## src/rtl/dominant_color_histogram_top_defines.svh

```systemverilog
// ----------------------------------------------------------------------------
// Assertion macros for the dominant color histogram block.
// Both expect clk and arst_n in scope and check only while out of reset.
// ----------------------------------------------------------------------------
`ifndef DOMINANT_COLOR_HISTOGRAM_TOP_DEFINES_SVH
`define DOMINANT_COLOR_HISTOGRAM_TOP_DEFINES_SVH

// same-cycle implication
`define DCH_ASSERT(label, ante, cons, msg) \
	label: assert property (@(posedge clk) disable iff (!arst_n) (ante) |-> (cons)) \
		else $error(msg);

// next-cycle implication
`define DCH_ASSERT_NEXT(label, ante, cons, msg) \
	label: assert property (@(posedge clk) disable iff (!arst_n) (ante) |=> (cons)) \
		else $error(msg);

`endif

```

## src/rtl/dch_pkg.sv

```systemverilog
// ----------------------------------------------------------------------------
// dch_pkg
// Types, constants and command/status bundles shared by the dominant color
// histogram controller, datapath and top level.
// ----------------------------------------------------------------------------
`default_nettype none

package dch_pkg;

	localparam int BUCKET_STEP_DEF = 24;
	localparam int NUM_TIERS       = 3;
	localparam int COUNT_W         = 12;
	localparam int WORD_W          = COUNT_W * NUM_TIERS;
	localparam int FLOOR_W         = 11;
	localparam int COLOR_W         = 24;
	localparam int CFG_W           = COLOR_W;
	localparam int CFG_IDX_W       = 3;

	localparam logic [COUNT_W-1:0] COUNT_MAX = '1;

	localparam logic [FLOOR_W-1:0] STRICT_SAT_RST    = 11'd358;
	localparam logic [FLOOR_W-1:0] STRICT_VALUE_RST  = 11'd205;
	localparam logic [FLOOR_W-1:0] RELAXED_SAT_RST   = 11'd184;
	localparam logic [FLOOR_W-1:0] RELAXED_VALUE_RST = 11'd123;
	localparam logic [FLOOR_W-1:0] LOOSE_SAT_RST     = 11'd82;
	localparam logic [FLOOR_W-1:0] LOOSE_VALUE_RST   = 11'd82;
	localparam logic [COLOR_W-1:0] FALLBACK_RST      = 24'h5B3A8E;

	typedef enum logic [CFG_IDX_W-1:0] {
		CFG_STRICT_SAT    = 3'd0,
		CFG_STRICT_VALUE  = 3'd1,
		CFG_RELAXED_SAT   = 3'd2,
		CFG_RELAXED_VALUE = 3'd3,
		CFG_LOOSE_SAT     = 3'd4,
		CFG_LOOSE_VALUE   = 3'd5,
		CFG_FALLBACK      = 3'd6
	} cfg_reg_t;

	localparam logic [1:0] TIER_STRICT   = 2'd0;
	localparam logic [1:0] TIER_RELAXED  = 2'd1;
	localparam logic [1:0] TIER_LOOSE    = 2'd2;
	localparam logic [1:0] TIER_FALLBACK = 2'd3;

	typedef struct packed {
		logic [7:0] red;
		logic [7:0] green;
		logic [7:0] blue;
		logic       last_pixel;
	} pixel_t;

	typedef struct packed {
		logic [7:0] out_red;
		logic [7:0] out_green;
		logic [7:0] out_blue;
		logic [1:0] tier_used;
	} result_t;

	// controller -> datapath
	typedef struct packed {
		logic take;       // pixel beat accepted this cycle
		logic sweep;      // zero memory at counter, advance counter
		logic scan_rd;    // read memory at counter for the scan
		logic scan_init;  // clear running maxima
		logic out_load;   // load result register
	} dch_cmd_t;

	// datapath -> controller
	typedef struct packed {
		logic cnt_last;
		logic out_free;
	} dch_sts_t;

endpackage

`default_nettype wire

```

## src/rtl/dch_ctrl.sv

```systemverilog
// ----------------------------------------------------------------------------
// dch_ctrl
// Sequencer: post-reset clear, pixel intake, end-of-frame scan with clear,
// result hand-off.
// ----------------------------------------------------------------------------
`default_nettype none

module dch_ctrl
	import dch_pkg::*;
(
	input  wire logic     clk,
	input  wire logic     arst_n,
	input  wire logic     in_valid,
	input  wire logic     in_last,
	output      logic     in_stall,
	output      dch_cmd_t cmd,
	input  wire dch_sts_t sts
);

	typedef enum logic [5:0] {
		ST_CLEAR  = 6'b000001,
		ST_RUN    = 6'b000010,
		ST_DRAIN  = 6'b000100,
		ST_SCAN   = 6'b001000,
		ST_FLUSH  = 6'b010000,
		ST_RESULT = 6'b100000
	} state_t;

	state_t state_q, state_d;

	always_comb begin
		state_d  = state_q;
		cmd      = '0;
		in_stall = 1'b1;
		case (state_q)
			ST_CLEAR: begin
				cmd.sweep = 1'b1;
				if (sts.cnt_last) state_d = ST_RUN;
			end
			ST_RUN: begin
				in_stall = 1'b0;
				cmd.take = in_valid;
				if (in_valid && in_last) state_d = ST_DRAIN;
			end
			ST_DRAIN: begin
				// last pixel's update lands this cycle
				cmd.scan_init = 1'b1;
				state_d       = ST_SCAN;
			end
			ST_SCAN: begin
				cmd.sweep   = 1'b1;
				cmd.scan_rd = 1'b1;
				if (sts.cnt_last) state_d = ST_FLUSH;
			end
			ST_FLUSH: begin
				state_d = ST_RESULT;
			end
			ST_RESULT: begin
				if (sts.out_free) begin
					cmd.out_load = 1'b1;
					state_d      = ST_RUN;
				end
			end
			default: begin
				state_d = ST_CLEAR;
			end
		endcase
	end

	always_ff @(posedge clk or negedge arst_n) begin
		if (!arst_n) state_q <= ST_CLEAR;
		else         state_q <= state_d;
	end

endmodule

`default_nettype wire

```

## config.mk

```make
export PLATFORM = sky130hd
export DESIGN_NAME = dch_ctrl
export DESIGN_NICKNAME = d
export VERILOG_FILES = /design/src/rtl/dominant_color_histogram_top_defines.svh /design/src/rtl/dch_pkg.sv /design/src/rtl/dch_ctrl.sv
export SDC_FILE = /design/constraint.sdc
export NUM_CORES = 1
export LEC_CHECK = 0
export BUFFER_PORTS_ARGS = -buffer_cell sky130_fd_sc_hd__buf_2
export CAP_MARGIN = 10
export CORE_MARGIN = 4
export CORE_UTILIZATION = 30
export CTS_CLUSTER_DIAMETER = 200
export DETAILED_ROUTE_END_ITERATION = 7
export GPL_TIMING_DRIVEN = 0
export PLACE_DENSITY_LB_ADDON = 0.25
export REMOVE_ABC_BUFFERS = 1
export SETUP_SLACK_MARGIN = 0.05
export SYNTH_ARGS = -nofsm -noshare
export SYNTH_HDL_FRONTEND = slang
export SYNTH_SLANG_ARGS = --single-unit
```

## constraint.sdc

```tcl
create_clock -name clk -period 2.9 [get_ports clk]
set_clock_uncertainty 0.2 [all_clocks]
set_input_delay 0.58 -clock clk [delete_from_list [all_inputs] [get_ports clk]]
set_output_delay 0.58 -clock clk [all_outputs]
set_load 0.02 [all_outputs]
```

== Word-level counts from Yosys, hierarchy flattened ==
Cells that the tools add are included.
Word-level totals
  register bits: 6
  input bits: 6
  output and inout bits: 6
  logic and storage cells: 26
Operators by class
  eq/ne operators: 10
  multiplexer cells: 12
  reduce and logical (&&, ||, !) cells: 3
Operators by type and width (count)
  one-hot mux 6 bit (6 select lines): 1
  two-way mux 6 bit: 4
  != test 2 bit, second input constant: 4
  two-way mux 1 bit: 7
  equality test 6 x 1 -> 1 bit, second input constant: 1
  equality test 6 x 2 -> 1 bit, second input constant: 1
  equality test 6 x 3 -> 1 bit, second input constant: 1
  equality test 6 x 4 -> 1 bit, second input constant: 1
  equality test 6 x 5 -> 1 bit, second input constant: 1
  equality test 6 bit, second input constant: 1
  AND reduction 4 bit: 1
  OR reduction 2 bit: 1
  logical AND 1 bit: 1

== Depth between registers and ports, before layout ==
  depth in word-level cells: 3
  gate-level depth with buffers: 5
  depth with buffers taken out: 4

== Least setup slack after synthesis ==
Ideal clock, no wire load.
  path type: flip-flop to output port
  from: register state_q[4]
  to: output port cmd[3] in the netlist's numbering
  data arrival time: 1307 ps
  required time: 2120 ps
  slack: 813 ps
  stages on the path, launching flop included: 4
  buffers on the path: 1
  cell sequence: dfrtp_1 -> buf_6 -> or4_4 -> nor2_1
RTL lines
  from (decl): line dch_ctrl.sv:29  | state_t state_q, state_d;
  from (signal assigned): line dch_ctrl.sv:72  | else state_q <= state_d;
  to (decl): line dch_ctrl.sv:16  | output dch_cmd_t cmd,

==> results.json <==
{
  "grt_max_degree": 11,
  "path_class": "flip-flop to primary output",
  "max_slew_margin": 0.6380,
  "grt_setup_unrepaired": "no",
  "intPower_mw": 0.2947,
  "final_area_um2": 521.8,
  "cts_tree": "built",
  "fin_crit_sh": 0.8407,
  "num_antenna_cells": 0,
  "fmax_mhz": 410.2,
  "avgViaCountPerCell": 5.260,
  "synth_top_cell_by_area": "dfrtp_1",
  "synth-seq-cells": 6,
  "die_width_um": 47.50,
  "p_seq_frac": 0.315,
  "place_hpwl_um": 737.3,
  "rr_worst_depth": 4,
  "power_mw": 0.5269,
  "drcViolationCount": 0,
  "layout.nets": 69,
  "combinationalPowerShare": 0.525,
  "drt-pass1-iter-count": 4,
  "grt_pass1_wl_um": 1600,
  "setup_viol": 0,
  "die-area_um2": 2256,
  "port_buffers": 11,
  "wl_per_cell_um": 12.40,
  "ff2ff_setup_slack_ns": 0.91,
  "worstHoldStart": "state_q[1]$_DFFE_PN0P_",
  "netlist_instances": 51,
  "timing.rr.end": "state_q[0]$_DFFE_PN1P_",
  "die_h_um": 47.50,
  "largestRegisters": "state_q: 6 flops",
  "fillCellCount": 146,
  "hold_end": "state_q[1]$_DFFE_PN0P_",
  "setup_ws_ns": 0.4620,
  "end_kind": "primary output",
  "syn_to_final_growth_pct": 11.50,
  "clock_latency_ns": 0.25,
  "leakagePower_nw": 0.2470,
  "maxCapViolCount": 0,
  "arrival_ns": 1.66,
  "peakVddDrop_v": 0.0004791,
  "post-cts-setup-buffers": 0,
  "final_common_cell": "buf_2",
  "hold_depth": 1,
  "placed_area_um2": 485.5,
  "hold_violations": 0,
  "drtIter0Drc": 5,
  "p_sw_frac": 0.4406,
  "cts-buffers-inserted": 3,
  "grt.overflow.total": 0,
  "worstPathMaxFanout": 10,
  "report.final.slew_viol_count": 0,
  "period_minus_slack_ns": 2.438,
  "grt_usage": 0.1057,
  "reg2reg_from": "state_q[5]$_DFFE_PN0P_",
  "worst_slew_pin_slew_ns": 0.5380,
  "regMostFlops": "state_q",
  "antenna_found_initial": 0,
  "status": "finished, final reports clean",
  "dr_total_vias": 405,
  "core_um2": 1383,
  "avgSynthCellArea_um2": 9.175,
  "drt_wl_total_um": 955,
  "largest_reg_flops": 6,
  "start_kind": "flip-flop",
  "synth_area_um2": 467.9,
  "synth_area_leaders": "dfrtp_1 27%, buf_6 12%, dfstp_2 5.6%, nand4b_1 3.7%, xor2_1 3.7%",
  "p_sw_mw": 0.2322,
  "p_per_area_nw_per_um2": 1010,
  "worstPathRequired_ns": 2.12,
  "layout_common_cells": "11 x buf_2, 5 x dfrtp_1, 4 x nor2_1, 4 x nand2_1",
  "clockPowerShare": 0.160,
  "io_pins": 12,
  "clkTransAtPathRegs_ns": 0.05,
  "num_rows": 13,
  "cts-root-buf": "clkbuf_4",
  "start_util": 0.3385,
  "final_core_util": 0.3774,
  "synth_top_area_frac": 0.2674,
  "ys_warn_count": 0,
  "cts_buffer_depth": 2,
  "clock_sinks": 6,
  "cts.htree.levels": 1,
  "synth_cell_types": 28,
  "globalplace.congestion": 0.6891,
  "yosysSeqAreaShare": 0.3235,
  "preCtsSetupSlack_ns": 0.7010,
  "drive_above_1_share": 0.3065,
  "postRouteAntennaNets": 0,
  "hp-class": "flip-flop to flip-flop",
  "grt_pass1_vias": 391,
  "final.setup.tns_ns": 0
}
[worst max path at each step]
stage	startpoint	endpoint	slack, ns	cells after the start
2_1_floorplan	state_q[4]$_DFFE_PN0P_	cmd[3]	0.84	2
4_1_cts	state_q[5]$_DFFE_PN0P_	cmd[4]	0.43	3
6_report	state_q[5]$_DFFE_PN0P_	cmd[4]	0.46	3
3_3_place_gp	state_q[5]$_DFFE_PN0P_	cmd[4]	0.72	3
5_1_grt	state_q[5]$_DFFE_PN0P_	cmd[4]	0.30	3
3_5_place_dp	state_q[5]$_DFFE_PN0P_	cmd[4]	0.70	3
[cells in the mapped netlist]
cell      instances
nand3_1           3
and4_1            1
and4_2            1
a21oi_1           2
xnor2_1           1
nand4b_1          2
nor2b_1           1
a31oi_1           1
o31ai_1           1
nor3_1            3
buf_6             5
o211ai_1          1
dfrtp_1           5
o21ai_0           1
a21o_1            1
nor3b_2           1
a221oi_1          1
or4_4             1
nand2_1           4
nor4b_1           1
dfstp_2           1
xor2_1            2
and3_1            1
nor3b_1           2
nor2_1            4
or3_4             1
inv_1             2
nor4_1            1
[critical path: stages, from the launching register on]
cell and delay [ns]:
dfrtp_1 0.48, nor4_1 0.54, and3_1 0.23, buf_2 0.16
[final cells by class]
| type | instances | area (um^2) | area share |
|---|---|---|---|
| repair buffers | 12 | 65.06 | 0.1247 |
| inverters | 2 | 7.507 | 0.01439 |
| multi-input cells | 38 | 252.7 | 0.4844 |
| well taps | 15 | 18.77 | 0.03597 |
| clock buffers | 4 | 26.28 | 0.05036 |
| flip-flops and latches | 6 | 151.4 | 0.2902 |
[per-stage QoR]
stage          cells  hold slack [ns]
2_1_floorplan     46          0.08441
3_3_place_gp      72           0.2111
3_5_place_dp      72           0.2089
4_1_cts           77           0.3644
5_1_grt           77           0.3987
6_report          77           0.3641
[power by group through the flow]
stage                     combinational [mW]  sequential [mW]  clock, mW
after CTS                              0.280            0.164     0.0863
after floorplan                        0.218            0.153          0
after global routing                   0.307            0.174     0.0934
after detailed placement               0.279            0.166          0
final                                  0.277            0.166     0.0841
after global placement                 0.273            0.167          0
[kinds of logic (layout without fill, tap and decap cells)]
logic type      count (synthesis)  in the layout  synth area share
compound gates                  8              8            0.1123
xor+xnor                        3              3           0.05616
buf+inv                         7             18            0.1364
flops                           6              6            0.3235
simple gates                   27             27            0.3716
[per-layer routing]
metal | vias up | track usage | part of all wire
li1 | 206 | - | -
met1 | 188 | 0.1356 | 0.51
met2 | 9 | 0.1471 | 0.43
met3 | 2 | 0.04511 | 0.053
met4 | 0 | 0.06077 | 0.0084
met5 | - | 0 | 0
[timing repair]
| item | CTS | global route |
|---|---|---|
| hold buffers | 1 | 0 |
| gates resized for setup | 0 | 0 |
| hold endpoints to repair | 5 | 0 |
No activity file was read; power rests on OpenSTA's default activity.
